[config.mk]
export PLATFORM = sky130hd
export DESIGN_NAME = program_barcode_row_packer_unit
export DESIGN_NICKNAME = d
export VERILOG_FILES = /design/src/hdl/prbp_pkg.sv /design/src/hdl/prbp_front.sv /design/src/hdl/prbp_fifo.sv /design/src/hdl/prbp_back.sv /design/src/hdl/program_barcode_row_packer_unit.sv
export SDC_FILE = /design/constraint.sdc
export NUM_CORES = 1
export LEC_CHECK = 0
export ABC_CLOCK_PERIOD_IN_PS = 5700
export BUFFER_PORTS_ARGS = -buffer_cell sky130_fd_sc_hd__buf_2
export CORE_MARGIN = 5
export CORE_UTILIZATION = 40
export CTS_CLUSTER_DIAMETER = 200
export DETAILED_ROUTE_END_ITERATION = 8
export PLACE_DENSITY = 0.54
export SLEW_MARGIN = 15
export SYNTH_ARGS = -nofsm -noshare
export SYNTH_HDL_FRONTEND = slang
export SYNTH_SLANG_ARGS = --single-unit
[constraint.sdc]
create_clock -name clk_i -period 5.7 [get_ports clk_i]
set_clock_uncertainty 0.2 [all_clocks]
set_input_delay 0.855 -clock clk_i [delete_from_list [all_inputs] [get_ports clk_i]]
set_output_delay 0.855 -clock clk_i [all_outputs]
set_load 0.005 [all_outputs]
[src/hdl/prbp_pkg.sv]
// ----------------------------------------------------------------------------
// Program barcode row packer: shared types and constants
// Word formats of both channels, the byte class code that the front end
// attaches to every program byte, and the byte values used by the END fixup.
// ----------------------------------------------------------------------------
`default_nettype none

package prbp_pkg;

  // Default geometry: data bytes per row and settling window behind a row.
  localparam int ROW_BYTES_DEF = 13;
  localparam int LOOKAHEAD_DEF = 16;

  // Entries of the queue between front end and back end.
  localparam int QUEUE_DEPTH = 2;

  // Digit bytes form runs; the type byte of a row starts at this value.
  localparam logic [7:0] DIGIT_LO  = 8'h10;
  localparam logic [7:0] DIGIT_HI  = 8'h1C;
  localparam logic [7:0] TYPE_BASE = 8'h10;

  // Final END instruction, written in place or appended.
  localparam logic [7:0] END_B0 = 8'hC0;
  localparam logic [7:0] END_B1 = 8'h00;
  localparam logic [7:0] END_B2 = 8'h2F;

  // Instruction class of a byte when it opens an instruction.
  typedef enum logic [2:0] {
    CL_ONE,     // single byte
    CL_DIGIT,   // part of a digit run
    CL_TWO,     // two bytes
    CL_NEXT,    // length taken from the low nibble of the next byte
    CL_CTHIRD,  // three bytes, or longer if the third byte has bit 7 set
    CL_THREE,   // three bytes
    CL_FLEN     // length from its own low nibble
  } cls_e;

  typedef struct packed {
    logic [7:0] prog_byte;
    logic       final_byte;
  } in_word_t;

  typedef struct packed {
    logic [7:0] code_byte;
    logic       row_done;
    logic       stream_done;
  } out_word_t;

  // One entry of the byte window.
  typedef struct packed {
    cls_e       cls;
    logic [7:0] data;
  } win_ent_t;

  // One word of the queue.
  typedef struct packed {
    win_ent_t ent;
    logic     final_byte;
  } q_item_t;

endpackage

`default_nettype wire

[src/hdl/prbp_front.sv]
// ----------------------------------------------------------------------------
// Program barcode row packer: front end
// Accepts program bytes, tags each with its instruction class and holds the
// tagged word in a register until the queue takes it.
// ----------------------------------------------------------------------------
`default_nettype none

module prbp_front (
  input  wire logic               clk_i,
  input  wire logic               rst_ni,
  input  wire logic               in_valid_i,
  output logic                    in_ready_o,
  input  wire prbp_pkg::in_word_t in_word_i,
  output logic                    push_valid_o,
  input  wire logic               push_ready_i,
  output prbp_pkg::q_item_t       push_item_o
);
  import prbp_pkg::*;

  logic    v_q, v_d;
  q_item_t item_q;

  // Class of a byte as the first byte of an instruction.
  function automatic cls_e classify(input logic [7:0] b);
    cls_e c;
    c = CL_ONE;
    case (b[7:4])
      4'h1: begin
        c = (b >= DIGIT_LO && b <= DIGIT_HI) ? CL_DIGIT : CL_NEXT;
      end
      4'h9, 4'hA, 4'hB: begin
        c = CL_TWO;
      end
      4'hC: begin
        c = (b[3:1] == 3'b111) ? CL_TWO : CL_CTHIRD;
      end
      4'hD, 4'hE: begin
        c = CL_THREE;
      end
      4'hF: begin
        c = CL_FLEN;
      end
      default: begin
        c = CL_ONE;
      end
    endcase
    return c;
  endfunction

  // The holding register takes a new word when empty or when it drains.
  assign in_ready_o   = !v_q || push_ready_i;
  assign push_valid_o = v_q;
  assign push_item_o  = item_q;

  always_comb begin
    v_d = v_q;
    if (in_valid_i && in_ready_o) begin
      v_d = 1'b1;
    end else if (push_ready_i) begin
      v_d = 1'b0;
    end
  end

  always_ff @(posedge clk_i or negedge rst_ni) begin
    if (!rst_ni) begin
      v_q <= 1'b0;
    end else begin
      v_q <= v_d;
    end
  end

  // Payload register.
  always_ff @(posedge clk_i) begin
    if (in_valid_i && in_ready_o) begin
      item_q.ent.cls    <= classify(in_word_i.prog_byte);
      item_q.ent.data   <= in_word_i.prog_byte;
      item_q.final_byte <= in_word_i.final_byte;
    end
  end

endmodule

`default_nettype wire

[src/hdl/prbp_fifo.sv]
// ----------------------------------------------------------------------------
// Program barcode row packer: decoupling queue
// A short first-in first-out queue of tagged words between the front end and
// the back end, so that either side can stall without holding the other.
// ----------------------------------------------------------------------------
`default_nettype none

module prbp_fifo (
  input  wire logic              clk_i,
  input  wire logic              rst_ni,
  input  wire logic              push_valid_i,
  output logic                   push_ready_o,
  input  wire prbp_pkg::q_item_t push_item_i,
  output logic                   pop_valid_o,
  input  wire logic              pop_i,
  output prbp_pkg::q_item_t      pop_item_o
);
  import prbp_pkg::*;

  localparam int PW = (QUEUE_DEPTH > 1) ? $clog2(QUEUE_DEPTH) : 1;
  localparam int CW = $clog2(QUEUE_DEPTH + 1);

  q_item_t         slot_q [QUEUE_DEPTH];
  logic [PW-1:0]   wp_q, wp_d, rp_q, rp_d;
  logic [CW-1:0]   cnt_q, cnt_d;
  logic            do_push, do_pop;

  assign push_ready_o = (cnt_q != CW'(QUEUE_DEPTH));
  assign pop_valid_o  = (cnt_q != '0);
  assign pop_item_o   = slot_q[rp_q];
  assign do_push      = push_valid_i && push_ready_o;
  assign do_pop       = pop_i && pop_valid_o;

  // Pointer and count update with wrap at the queue depth.
  always_comb begin
    wp_d  = wp_q;
    rp_d  = rp_q;
    cnt_d = cnt_q;
    if (do_push) begin
      wp_d = (wp_q == PW'(QUEUE_DEPTH - 1)) ? '0 : wp_q + PW'(1);
    end
    if (do_pop) begin
      rp_d = (rp_q == PW'(QUEUE_DEPTH - 1)) ? '0 : rp_q + PW'(1);
    end
    if (do_push && !do_pop) begin
      cnt_d = cnt_q + CW'(1);
    end else if (do_pop && !do_push) begin
      cnt_d = cnt_q - CW'(1);
    end
  end

  always_ff @(posedge clk_i or negedge rst_ni) begin
    if (!rst_ni) begin
      wp_q  <= '0;
      rp_q  <= '0;
      cnt_q <= '0;
    end else begin
      wp_q  <= wp_d;
      rp_q  <= rp_d;
      cnt_q <= cnt_d;
    end
  end

  // Storage.
  always_ff @(posedge clk_i) begin
    if (do_push) begin
      slot_q[wp_q] <= push_item_i;
    end
  end

endmodule

`default_nettype wire

[src/hdl/prbp_back.sv]
// ----------------------------------------------------------------------------
// Program barcode row packer: back end
// Holds the byte window in a circular memory, applies the END fixup, scans
// each row to split it into instructions and to build its checksum, then
// sends the header and the data bytes through the output register.
// ----------------------------------------------------------------------------
`default_nettype none

module prbp_back #(
  parameter int ROW_BYTES = prbp_pkg::ROW_BYTES_DEF,
  parameter int LOOKAHEAD = prbp_pkg::LOOKAHEAD_DEF
) (
  input  wire logic              clk_i,
  input  wire logic              rst_ni,
  input  wire logic              q_valid_i,
  output logic                   q_pop_o,
  input  wire prbp_pkg::q_item_t q_item_i,
  output logic                   out_valid_o,
  input  wire logic              out_ready_i,
  output prbp_pkg::out_word_t    out_word_o
);
  import prbp_pkg::*;

  localparam int WIN   = ROW_BYTES + LOOKAHEAD + 3;
  localparam int TRIG  = ROW_BYTES + LOOKAHEAD;
  localparam int AW    = $clog2(WIN);
  localparam int DEPTH = 2 ** AW;
  localparam int FW    = $clog2(WIN + 1);
  localparam int LW    = $clog2(ROW_BYTES + 1);
  localparam int SW    = $clog2(ROW_BYTES + 2);

  // Sequencer states.
  localparam logic [2:0] S_IDLE = 3'd0;
  localparam logic [2:0] S_FIX  = 3'd1;
  localparam logic [2:0] S_SCAN = 3'd2;
  localparam logic [2:0] S_CK   = 3'd3;
  localparam logic [2:0] S_HDR  = 3'd4;
  localparam logic [2:0] S_DRD  = 3'd5;
  localparam logic [2:0] S_DWR  = 3'd6;

  // Length still to be resolved from a later byte of the instruction.
  localparam logic [1:0] P_NONE = 2'd0;
  localparam logic [1:0] P_NEXT = 2'd1;
  localparam logic [1:0] P_C1   = 2'd2;
  localparam logic [1:0] P_C2   = 2'd3;

  // Header positions.
  localparam logic [1:0] H_COUNT = 2'd0;
  localparam logic [1:0] H_SUM   = 2'd1;
  localparam logic [1:0] H_TYPE  = 2'd2;
  localparam logic [1:0] H_OV    = 2'd3;

  win_ent_t        mem [DEPTH];
  win_ent_t        rdata_q;
  logic [AW-1:0]   raddr, waddr;
  logic            we;
  win_ent_t        wdata;

  logic [2:0]      state_q, state_d;
  logic [AW-1:0]   base_q, base_d;
  logic [FW-1:0]   fill_q, fill_d;
  logic [7:0]      sum_q, sum_d;
  logic [3:0]      seq_q, seq_d;
  logic            run_q, run_d;
  logic [7:0]      dcnt_q, dcnt_d;
  logic [3:0]      carry_q, carry_d;
  logic [1:0]      pend_q, pend_d;
  logic [7:0]      prev1_q, prev1_d, prev2_q, prev2_d;
  logic            patch_q, patch_d;
  logic [1:0]      fx_q, fx_d;
  logic            flush_q, flush_d;
  logic [LW-1:0]   len_q, len_d;
  logic            last_q, last_d;
  logic            peek_q, peek_d;
  logic [SW-1:0]   ri_q, ri_d, pj_q, pj_d;
  logic            pv_q, pv_d;
  logic            first_q, first_d;
  logic [3:0]      ns_q, ns_d, icnt_q, icnt_d, ne_q, ne_d;
  logic [1:0]      hk_q, hk_d;
  logic [LW-1:0]   di_q, di_d;
  logic            out_valid_q, out_valid_d;
  out_word_t       out_q, out_d;

  logic            can_load, out_load;
  logic            cont, lastd;
  logic [SW-1:0]   lastj;
  logic [7:0]      type_b, ov_b;
  logic            row_go;
  logic [FW-1:0]   row_fill, fill_new, fill_after;

  // Add with end-around carry.
  function automatic logic [7:0] eac_add(input logic [7:0] a, input logic [7:0] b);
    logic [8:0] s;
    s = {1'b0, a} + {1'b0, b};
    return s[8] ? (s[7:0] + 8'd1) : s[7:0];
  endfunction

  assign can_load = !out_valid_q || out_ready_i;
  assign type_b   = TYPE_BASE + {4'h0, seq_q};
  assign ov_b     = {ns_q, ne_q};
  assign lastj    = peek_q ? SW'(len_q) : (SW'(len_q) - SW'(1));
  assign lastd    = (di_q == (len_q - LW'(1)));

  // Does the scanned byte continue the instruction in progress?
  assign cont = run_q ? ((rdata_q.cls == CL_DIGIT) && (dcnt_q != 8'hFF))
                      : (carry_q != 4'd0);

  assign out_valid_o = out_valid_q;
  assign out_word_o  = out_q;

  // Sequencer.
  always_comb begin
    state_d    = state_q;
    base_d     = base_q;
    fill_d     = fill_q;
    sum_d      = sum_q;
    seq_d      = seq_q;
    run_d      = run_q;
    dcnt_d     = dcnt_q;
    carry_d    = carry_q;
    pend_d     = pend_q;
    prev1_d    = prev1_q;
    prev2_d    = prev2_q;
    patch_d    = patch_q;
    fx_d       = fx_q;
    flush_d    = flush_q;
    len_d      = len_q;
    last_d     = last_q;
    peek_d     = peek_q;
    ri_d       = ri_q;
    pj_d       = pj_q;
    pv_d       = 1'b0;
    first_d    = first_q;
    ns_d       = ns_q;
    icnt_d     = icnt_q;
    ne_d       = ne_q;
    hk_d       = hk_q;
    di_d       = di_q;
    out_load   = 1'b0;
    out_d      = out_q;
    raddr      = base_q;
    we         = 1'b0;
    waddr      = base_q;
    wdata      = '0;
    q_pop_o    = 1'b0;
    row_go     = 1'b0;
    row_fill   = fill_q;
    fill_new   = fill_q + FW'(1);
    fill_after = fill_q - FW'(len_q);

    case (state_q)
      S_IDLE: begin
        // Append the next word; once the window holds a row and its lookahead, one row settles.
        if (q_valid_i) begin
          q_pop_o = 1'b1;
          we      = 1'b1;
          waddr   = base_q + AW'(fill_q);
          wdata   = q_item_i.ent;
          fill_d  = fill_new;
          prev2_d = prev1_q;
          prev1_d = q_item_i.ent.data;
          if (q_item_i.final_byte) begin
            patch_d = (fill_new >= FW'(3)) && (prev2_q[7:4] == END_B0[7:4]) &&
                      !q_item_i.ent.data[7];
            fx_d    = 2'd0;
            flush_d = 1'b1;
            state_d = S_FIX;
          end else if (fill_new >= FW'(TRIG)) begin
            row_go   = 1'b1;
            row_fill = fill_new;
          end
        end
      end
      S_FIX: begin
        // Write the END over the last three bytes or after them.
        we = 1'b1;
        if (patch_q) begin
          waddr = base_q + AW'(fill_q) - AW'(3) + AW'(fx_q);
        end else begin
          waddr  = base_q + AW'(fill_q);
          fill_d = fill_new;
        end
        case (fx_q)
          2'd0: begin
            wdata.cls  = CL_CTHIRD;
            wdata.data = END_B0;
          end
          2'd1: begin
            wdata.cls  = CL_ONE;
            wdata.data = END_B1;
          end
          default: begin
            wdata.cls  = CL_ONE;
            wdata.data = END_B2;
          end
        endcase
        fx_d = fx_q + 2'd1;
        if (fx_q == 2'd2) begin
          row_go   = 1'b1;
          row_fill = patch_q ? fill_q : fill_new;
        end
      end
      S_SCAN: begin
        // Issue one window read per cycle; the data is registered and arrives in the next cycle.
        raddr = base_q + AW'(ri_q);
        if (ri_q <= lastj) begin
          pv_d = 1'b1;
          pj_d = ri_q;
          ri_d = ri_q + SW'(1);
        end
        if (pv_q) begin
          if (pj_q < SW'(len_q)) begin
            sum_d = eac_add(sum_q, rdata_q.data);
            if (cont) begin
              icnt_d = icnt_q + 4'd1;
              if (first_q) begin
                ns_d = ns_q + 4'd1;
              end
              if (run_q) begin
                dcnt_d = dcnt_q + 8'd1;
              end else begin
                case (pend_q)
                  P_NEXT: begin
                    carry_d = rdata_q.data[3:0];
                    pend_d  = P_NONE;
                  end
                  P_C1: begin
                    carry_d = carry_q - 4'd1;
                    pend_d  = P_C2;
                  end
                  P_C2: begin
                    carry_d = rdata_q.data[7] ? rdata_q.data[3:0] : 4'd0;
                    pend_d  = P_NONE;
                  end
                  default: begin
                    carry_d = carry_q - 4'd1;
                  end
                endcase
              end
            end else begin
              // This byte opens a new instruction.
              first_d = 1'b0;
              icnt_d  = 4'd1;
              pend_d  = P_NONE;
              run_d   = 1'b0;
              dcnt_d  = 8'd0;
              carry_d = 4'd0;
              case (rdata_q.cls)
                CL_DIGIT: begin
                  run_d  = 1'b1;
                  dcnt_d = 8'd1;
                end
                CL_TWO: begin
                  carry_d = 4'd1;
                end
                CL_NEXT: begin
                  carry_d = 4'd1;
                  pend_d  = P_NEXT;
                end
                CL_CTHIRD: begin
                  carry_d = 4'd2;
                  pend_d  = P_C1;
                end
                CL_THREE: begin
                  carry_d = 4'd2;
                end
                CL_FLEN: begin
                  carry_d = rdata_q.data[3:0];
                end
                default: begin
                  carry_d = 4'd0;
                end
              endcase
            end
          end else begin
            // First byte of the next row: does the last instruction go on?
            ne_d = cont ? icnt_q : 4'd0;
          end
          if (pj_q == lastj) begin
            state_d = S_CK;
          end
        end
      end
      S_CK: begin
        sum_d   = eac_add(eac_add(sum_q, type_b), ov_b);
        hk_d    = H_COUNT;
        state_d = S_HDR;
      end
      S_HDR: begin
        if (can_load) begin
          out_load          = 1'b1;
          out_d.row_done    = 1'b0;
          out_d.stream_done = 1'b0;
          case (hk_q)
            H_COUNT: out_d.code_byte = 8'(len_q) + 8'd2;
            H_SUM:   out_d.code_byte = sum_q;
            H_TYPE:  out_d.code_byte = type_b;
            default: out_d.code_byte = ov_b;
          endcase
          hk_d = hk_q + 2'd1;
          if (hk_q == H_OV) begin
            di_d    = '0;
            state_d = S_DRD;
          end
        end
      end
      S_DRD: begin
        raddr   = base_q + AW'(di_q);
        state_d = S_DWR;
      end
      S_DWR: begin
        raddr = base_q + AW'(di_q);
        if (can_load) begin
          out_load          = 1'b1;
          out_d.code_byte   = rdata_q.data;
          out_d.row_done    = lastd;
          out_d.stream_done = lastd && last_q;
          if (lastd) begin
            // Row complete: drop its bytes from the window.
            seq_d  = seq_q + 4'd1;
            base_d = base_q + AW'(len_q);
            fill_d = fill_after;
            if (!flush_q) begin
              state_d = S_IDLE;
            end else if (fill_after == '0) begin
              state_d = S_IDLE;
              base_d  = '0;
              sum_d   = 8'd0;
              seq_d   = 4'd0;
              run_d   = 1'b0;
              dcnt_d  = 8'd0;
              carry_d = 4'd0;
              pend_d  = P_NONE;
              flush_d = 1'b0;
            end else begin
              row_go   = 1'b1;
              row_fill = fill_after;
            end
          end else begin
            di_d    = di_q + LW'(1);
            state_d = S_DRD;
          end
        end
      end
      default: begin
        state_d = S_IDLE;
      end
    endcase

    // Set up the scan of a new row.
    if (row_go) begin
      len_d   = (row_fill < FW'(ROW_BYTES)) ? LW'(row_fill) : LW'(ROW_BYTES);
      last_d  = (row_fill <= FW'(ROW_BYTES));
      peek_d  = !(row_fill <= FW'(ROW_BYTES));
      ri_d    = '0;
      pv_d    = 1'b0;
      first_d = 1'b1;
      ns_d    = 4'd0;
      icnt_d  = 4'd0;
      ne_d    = 4'd0;
      state_d = S_SCAN;
    end

    // Output register.
    out_valid_d = out_valid_q;
    if (out_load) begin
      out_valid_d = 1'b1;
    end else if (out_ready_i) begin
      out_valid_d = 1'b0;
    end
  end

  // Control registers.
  always_ff @(posedge clk_i or negedge rst_ni) begin
    if (!rst_ni) begin
      state_q     <= S_IDLE;
      base_q      <= '0;
      fill_q      <= '0;
      sum_q       <= 8'd0;
      seq_q       <= 4'd0;
      run_q       <= 1'b0;
      dcnt_q      <= 8'd0;
      carry_q     <= 4'd0;
      pend_q      <= P_NONE;
      patch_q     <= 1'b0;
      fx_q        <= 2'd0;
      flush_q     <= 1'b0;
      len_q       <= '0;
      last_q      <= 1'b0;
      peek_q      <= 1'b0;
      ri_q        <= '0;
      pj_q        <= '0;
      pv_q        <= 1'b0;
      first_q     <= 1'b0;
      ns_q        <= 4'd0;
      icnt_q      <= 4'd0;
      ne_q        <= 4'd0;
      hk_q        <= H_COUNT;
      di_q        <= '0;
      out_valid_q <= 1'b0;
    end else begin
      state_q     <= state_d;
      base_q      <= base_d;
      fill_q      <= fill_d;
      sum_q       <= sum_d;
      seq_q       <= seq_d;
      run_q       <= run_d;
      dcnt_q      <= dcnt_d;
      carry_q     <= carry_d;
      pend_q      <= pend_d;
      patch_q     <= patch_d;
      fx_q        <= fx_d;
      flush_q     <= flush_d;
      len_q       <= len_d;
      last_q      <= last_d;
      peek_q      <= peek_d;
      ri_q        <= ri_d;
      pj_q        <= pj_d;
      pv_q        <= pv_d;
      first_q     <= first_d;
      ns_q        <= ns_d;
      icnt_q      <= icnt_d;
      ne_q        <= ne_d;
      hk_q        <= hk_d;
      di_q        <= di_d;
      out_valid_q <= out_valid_d;
    end
  end

  // Payload registers.
  always_ff @(posedge clk_i) begin
    prev1_q <= prev1_d;
    prev2_q <= prev2_d;
    out_q   <= out_d;
  end

  // Byte window memory with registered read.
  always_ff @(posedge clk_i) begin
    if (we) begin
      mem[waddr] <= wdata;
    end
    rdata_q <= mem[raddr];
  end

  // The window never holds more than its capacity.
  a_fill_bound: assert property (@(posedge clk_i) disable iff (!rst_ni)
    fill_q <= FW'(WIN))
    else $error("byte window overfilled");

  // A stream end is always also a row end.
  a_stream_row: assert property (@(posedge clk_i) disable iff (!rst_ni)
    (out_valid_q && out_q.stream_done) |-> out_q.row_done)
    else $error("stream end without row end");

  // A row is never scanned empty.
  a_row_len: assert property (@(posedge clk_i) disable iff (!rst_ni)
    (state_q == S_SCAN) |-> (len_q != '0))
    else $error("empty row scanned");

  // After the final row the window is empty and the block is idle.
  a_flush_done: assert property (@(posedge clk_i) disable iff (!rst_ni)
    (state_q == S_DWR && can_load && lastd && last_q)
      |=> (fill_q == '0 && state_q == S_IDLE && !flush_q))
    else $error("state not cleared after final row");

endmodule

`default_nettype wire

[src/hdl/program_barcode_row_packer_unit.sv]
// ----------------------------------------------------------------------------
// Program barcode row packer
// Cuts a program byte stream into instructions and packs it into barcode
// rows with count, checksum, type/sequence and continuation header bytes.
// ----------------------------------------------------------------------------
// Usage:
//   The input channel takes one program byte per word with a final mark on
//   the last byte of a program. The output channel gives one row byte per
//   word with row_done on the last byte of each row and stream_done on the
//   last byte of the final row. Both channels use valid/ready.
//   Input words pass a front register and a two-word queue, so the input
//   keeps accepting while the back end works, until both are full. A row
//   is settled in steps: the instruction scan (one window memory read per
//   cycle), the checksum, four header words and then each data byte, read
//   through the single memory read port and sent to the output register.
//   The final byte starts the END fixup, which writes the three END bytes
//   over the last three program bytes or after them; then all remaining
//   rows are flushed and the block returns to its reset state, ready for the
//   next program.
//   Reset clears all control state; no clearing pass is needed. A stalled
//   receiver holds the output word and the back end waits, while the queue
//   absorbs input words.
// ----------------------------------------------------------------------------
`default_nettype none

module program_barcode_row_packer_unit #(
  parameter int ROW_BYTES = prbp_pkg::ROW_BYTES_DEF,
  parameter int LOOKAHEAD = prbp_pkg::LOOKAHEAD_DEF
) (
  input  wire logic                clk_i,
  input  wire logic                rst_ni,
  input  wire logic                in_valid_i,
  output logic                     in_ready_o,
  input  wire prbp_pkg::in_word_t  in_word_i,
  output logic                     out_valid_o,
  input  wire logic                out_ready_i,
  output prbp_pkg::out_word_t      out_word_o
);
  import prbp_pkg::*;

  logic    push_valid, push_ready, pop_valid, pop;
  q_item_t push_item, pop_item;

  // Accept and classify.
  prbp_front u_front (
    .clk_i        (clk_i),
    .rst_ni       (rst_ni),
    .in_valid_i   (in_valid_i),
    .in_ready_o   (in_ready_o),
    .in_word_i    (in_word_i),
    .push_valid_o (push_valid),
    .push_ready_i (push_ready),
    .push_item_o  (push_item)
  );

  // Decoupling queue.
  prbp_fifo u_fifo (
    .clk_i        (clk_i),
    .rst_ni       (rst_ni),
    .push_valid_i (push_valid),
    .push_ready_o (push_ready),
    .push_item_i  (push_item),
    .pop_valid_o  (pop_valid),
    .pop_i        (pop),
    .pop_item_o   (pop_item)
  );

  // Window, row scan and emission.
  prbp_back #(
    .ROW_BYTES (ROW_BYTES),
    .LOOKAHEAD (LOOKAHEAD)
  ) u_back (
    .clk_i       (clk_i),
    .rst_ni      (rst_ni),
    .q_valid_i   (pop_valid),
    .q_pop_o     (pop),
    .q_item_i    (pop_item),
    .out_valid_o (out_valid_o),
    .out_ready_i (out_ready_i),
    .out_word_o  (out_word_o)
  );

endmodule

`default_nettype wire

# Word-level counts from Yosys, hierarchy flattened
# Memories as Yosys holds them, arrays and structs flattened. A register that Yosys moved wholly into a read port is not among the register bits.
# Index checks and enable logic that the tools add are counted.
[op_classes]
addsub = 30
magnitude_cmp = 8
eq_ne = 60
mux = 163
n_reduce_logical = 68
[ops]
columns = ["cell", "n"]
rows = [
  ["two-way mux 4 bit", 36],
  ["two-way mux 8 bit", 13],
  ["two-way mux 6 bit", 12],
  ["one-hot mux 8 bit (3 select lines)", 2],
  ["two-way mux 1 bit", 44],
  ["one-hot mux 11 bit (2 select lines)", 2],
  ["two-way mux 3 bit", 12],
  ["one-hot mux 6 bit (3 select lines)", 2],
  ["adder 8 x 1 -> 8 bit, second input constant", 4],
  ["equality test 4 bit, second input constant", 8],
  ["nonzero test 2 bit", 15],
  ["two-way mux 2 bit", 14],
  ["adder 8 x 8 -> 9 bit", 3],
  ["one-hot mux 4 bit (2 select lines)", 3],
  ["AND reduction 8 bit", 3],
  ["equality test 3 bit, second input constant", 7],
  ["one-hot mux 3 bit (7 select lines)", 1],
  ["adder 4 x 1 -> 4 bit, second input constant", 5],
  ["two-way mux 10 bit", 2],
  ["two-way mux 5 bit", 4],
  ["inequality test 2 x 1 -> 1 bit, second input constant", 10],
  ["one-hot mux 10 bit (2 select lines)", 1],
  ["one-hot mux 2 bit (2 select lines)", 5],
  ["one-hot mux 5 bit (2 select lines)", 2],
  ["55 further kinds", 119],
]
[totals]
ff_bits = 123
ramBits = 376
inputBits = 13
elab_cells = 368
mem_count = 2
[memory_table]
columns = ["memory", "depth", "word_bits", "rd", "rd_ports_with_merged_regs", "write_ports", "line", "text"]
rows = [
  ["u_back.mem", 32, 11, 1, 1, 1, "prbp_back.sv:53", "win_ent_t mem [DEPTH];"],
  ["u_fifo.slot_q", 2, 12, 1, 0, 1, "prbp_fifo.sv:23", "q_item_t slot_q [QUEUE_DEPTH];"],
]

# Depth between registers and ports, before layout
[depth]
depth_word = 9
mapped_depth = 17
mapped_depth_nobuf = 17

# Modules after synthesis
# Synthesis repeated with hierarchy kept, for this count alone.
[unflattened]
cells_unflattened = 2115
hier_area_um2 = 24243.3
[by_module_without_submodules]
columns = ["mod", "instances", "cells_each", "area_each_um2", "seq_area_each_um2"]
rows = [
  ["prbp_back", 1, 2030, 22674.2, 13332.8],
  ["prbp_fifo", 1, 55, 1078.5, 820.8],
  ["prbp_front", 1, 30, 490.5, 385.4],
]

# Least setup slack after synthesis
# OpenSTA, ideal clock, no wires.
[synth_path]
path_kind = "flip-flop to flip-flop"
from = "register u_back.fill_q[0]"
to = "memory u_back.mem[11][0] (netlist bit) (enable)"
setup_ns = 0.378
arrival_time_ns = 3.368
path_slack_ns = 1.753
stages_incl_launch_ff = 11
synth_period_minus_slack_ns = 3.947
cell_sequence = "dfrtp_1 -> ha_1 -> fa_1 -> fa_1 -> nor2b_1 -> nand2_1 -> or3_1 -> a311oi_1 -> nor2_1 -> or3_1 -> nor2_1"
[synth_via]
elab_chain_cells = 5
[synth_rtl]
columns = ["element", "line", "text"]
rows = [
  ["start, declared", "prbp_back.sv:61", "logic [FW-1:0] fill_q, fill_d;"],
  ["start signal, assigned", "prbp_back.sv:404", "fill_q <= fill_d;"],
  ["adder 5 bit *", "prbp_back.sv:157, prbp_back.sv:178, prbp_back.sv:180", ""],
  ["subtractor 5 x 2 -> 5 bit", "prbp_back.sv:178", "waddr = base_q + AW'(fill_q) - AW'(3) + AW'(fx_q);"],
  ["adder 5 x 2 -> 5 bit", "prbp_back.sv:178", ""],
  ["two-way mux 5 bit", "prbp_back.sv:177", "if (patch_q) begin"],
  ["one-hot mux 5 bit (2 select lines) *", "prbp_back.sv:151", "case (state_q)"],
  ["end, declared", "prbp_back.sv:53", ""],
]
# Every way passes the cells marked *; elsewhere a longest branch is shown, timed or not.

# Worst setup path after layout
[layout_path]
from = "register u_back.state_q[1]"
to = "register, netlist name u_back.rdata_q[10]"
[layout_via]
elab_chain_cells = 3
[layout_rtl]
columns = ["element", "line", "text"]
rows = [
  ["start, declared", "prbp_back.sv:59", "logic [2:0] state_q, state_d;"],
  ["start signal, assigned", "prbp_back.sv:402", "state_q <= state_d;"],
  ["equality test 3 bit", "prbp_back.sv:151", ""],
  ["OR reduction 2 bit (no source line)", "-", ""],
  ["one-hot mux 5 bit (2 select lines) *", "prbp_back.sv:151", ""],
]
# Marked as above.
# A chain may end at the register's enable or synchronous reset.

==> results.md <==
- Die Y: 254 um
- Resized cells post-CTS: 0
- Required time worst endpoint: 5940 ps
- Comb pwr share: 48.6%
- Fin area: 0.0270 mm^2
- Num CTS Buffers: 54
- Crit-path cells: nor2b_1 > o21ai_0 > mux2_2 > ha_1 > inv_1 > fa_1 > o21ai_4 > buf_12 > mux2i_1 > mux2i_1 > mux2i_1 > a32o_1 > a221oi_1
- Yosys top cell by area: edfxtp_1
- Crit path capture type: register
- Cell Int Power: 0.00999 W
- Proportion of layout cells with a drive suffix above 1: 10.1%
- Clk sinks: 502
- Worst slew pin tran: 1140 ps
- Vias: 16,200
- 1st-pass router iterations: 5
- Max VDD drop: 0.381 mV
- Synth cell types: 80
- Final core occ: 45.7%
- I/O Buffers: 24
- Critical path arrival: 5220 ps
- Full die area: 0.0648 mm^2
- Max FO, Critical Path: 49
- Final worst path period need: 4980 ps
- P per Cell Area: 649 mW/mm^2
- Antenna viol nets, final: 0
- FP Rows: 89
- Status: completed
- Top cell type's share of synthesized area: 51.0%
- Static Leak: 10.4 nW
- Warning count from the yosys run: 0
- # DRC: 0
- Initial antenna violation count: 1
- Aggregate global-route resource usage: 19.3%
- Placed Area: 0.0251 mm^2
- CTS tree: built
- Ys flop type: edfxtp_1
- Max-slew violations: 0
- GRT overflow: 0
- RePlAce Congestion: 0.850
- CP startpoint kind: register
- Area Overhead vs Synth: 13.1%
- Critical path type: register to register
- Postcts setup bufs: 0
- Global-route wire length before repair: 96,600 um
- Synth Register Bits: 502
- Htree depth: 2
- Fmax: 0.201 GHz
- Routed wire length: 63,200 um
- Switching share of power: 43.1%
- Commonest non-fill, non-tap cell in the layout: edfxtp_1
- CP startpoint: u_back.state_q[1]$_DFFE_PN0P_
- Clock latency on the worst-skew pair: 630 ps
- Clock power share: 21.3%
- Post-Syn Nets: 2,118
- Worst hold-check path type: primary input to async pin
- Setup TNS: 0 ps
- Share of power burned in registers: 30.1%
- Inserted Diodes: 0
- HPWL after detailed placement: 41,100 um
- Period utilisation layout: 87.4%
- Crit path max-delay cell type: dfrtp_1
- Final Setup Violations: 0
- Largest net degree at the start of global routing: 83
- R2R Path Start: u_back.state_q[1]$_DFFE_PN0P_
- Async S/R FF share, synth: 16.9%
- NetSw: 0.00756 W
- CTS clk-pin slew, worst paths: 60 ps
- Final hold violations: 0
- IO Count: 25
- Longest Clk Path Bufs: 3
- Vias in the first global route: 16,000
- Synth Instances: 2,025
- Initial Util: 40.4%
- Post-synth EDFFs: 406
- Initial DRC count: 1,256
- Routed vias/inst: 5.62
- Synth area leaders: edfxtp_1 51%, dfrtp_1 8.9%, nand2_1 5.7%
- Avg Synthesized Cell Area: 11.8 um^2
- CP most frequent cell: mux2i_1
- Avg WL per Cell: 21.9 um
- Normalized max-slew margin: 24.1%
- Cts hold-fix bufs: 0
- Unrepaired setup endpoints after global routing: no
- Commonest non-fill, non-tap cells in the layout: 406 x edfxtp_1, 366 x nand2_1, 123 x nand3_1
- Post-Syn Area: 0.0239 mm^2
- Sequential area share after synthesis: 60.8%
- Nets@finish: 2,156
- Core ar.: 0.0591 mm^2
- Number of max-cap violations: 0
- Die span in x: 254 um
- CTS root buf: clkbuf_16
- Slowest cell delay on critical path: 630 ps
-- registers in the layout, indices dropped and copies added, names as in the netlist, 5 cells and up --
register             flops
u_back.mem             352
u_back.rdata_q          11
u_back.sum_q             8
u_fifo.slot_q           24
u_front.push_item_o     12
u_back.out_word_o       10
u_back.dcnt_q            8
u_back.fill_q            6
u_back.base_q            5
-- critical path: cells and delay by family, from the launching register on --
kind,cells,cell delay (ps)
flip-flops,1,630
multiplexers,4,1160
adder cells (fa/ha/maj),2,670
AO/OA/AOI/OAI,4,1370
buffers and inverters,2,420
AND/OR/NAND/NOR,1,310
-- cells in the mapped netlist, types with 11 or more instances --
master,count
a221oi_1,12
ha_1,72
nor2_1,105
dfxtp_1,11
a21o_1,18
o21a_1,14
nor3_1,27
mux2i_1,93
xor2_1,40
o21ai_0,74
nand2b_1,13
a311o_1,12
nand2_1,366
mux2_2,16
dfrtp_1,85
a32o_1,13
a31oi_1,29
nor2b_1,16
nand3_1,123
or3_1,12
a311oi_1,25
clkbuf_1,54
buf_2,33
and3_1,53
inv_1,46
a21oi_1,56
o31ai_1,12
edfxtp_1,406
nand4_1,13
xnor2_1,42
-- layer usage --
layer / share of wire, % / up-vias / GRT usage (%)
li1: - / 7587 / -
met1: 45 / 8100 / 26.8
met2: 48 / 397 / 31.5
met3: 4.5 / 103 / 2.73
met4: 3.0 / 0 / 6.21
met5: 0 / - / 0
-- layout make-up --
type / instances / area, um^2
Multi-Input combinational cell: 1381 / 8860
Tap cell: 773 / 967
Fill cell: 5357 / 32100
Clock inverter: 38 / 494
Sequential cell: 502 / 14500
Inverter: 46 / 173
Timing Repair Buffer: 78 / 603
Clock buffer: 64 / 1410
-- power groups by stage --
stage / logic, W / registers, W / clock network (W)
2_1_floorplan: 0.00600 / 0.00507 / 0
3_3_place_gp: 0.00844 / 0.00534 / 0
3_5_place_dp: 0.00853 / 0.00535 / 0
4_1_cts: 0.00859 / 0.00528 / 0.00380
5_1_grt: 0.00936 / 0.00535 / 0.00396
6_report: 0.00853 / 0.00528 / 0.00373
-- path summary, 6_finish.rpt --
| kind | endpoint | slack (ps) | depth (start not counted) |
|---|---|---|---|
| worst min-delay path | u_back.ri_q[2]$_DFFE_PN0P_ | 20 | 1 |
| worst min register to register | u_back.prev2_q[6]$_DFFE_PP_ | 220 | 0 |
| min in group clk_i | u_back.prev2_q[6]$_DFFE_PP_ | 220 | 0 |
| worst max register to register | u_back.rdata_q[10]$_DFF_P_ | 720 | 13 |
| worst max-delay path | u_back.rdata_q[10]$_DFF_P_ | 720 | 13 |
| max in group asynchronous | u_back.hk_q[1]$_DFFE_PN0P_ | 4210 | 2 |
-- metrics by stage --
stage	total power (W)	hold WS, ps	setup slack, ps	std cells
final	0.0175	15.2	721	2882
after global routing	0.0187	36.4	432	2882
after CTS	0.0177	16.2	732	2882
after detailed placement	0.0139	205	761	2780
after global placement	0.0138	201	860	2780
after floorplan	0.0111	200	1750	2025
-- logic make-up after synthesis --
logic type	after synthesis	synth area share, %
flip-flops	502	60.8
XOR/XNOR	83	3.10
adder cells (fa/ha/maj)	80	4.44
multiplexers	109	4.65
AO/OA/AOI/OAI	344	10.1
buffers and inverters	142	2.43
AND/OR/NAND/NOR	765	14.5
No activity file was read; power rests on OpenSTA's default activity.
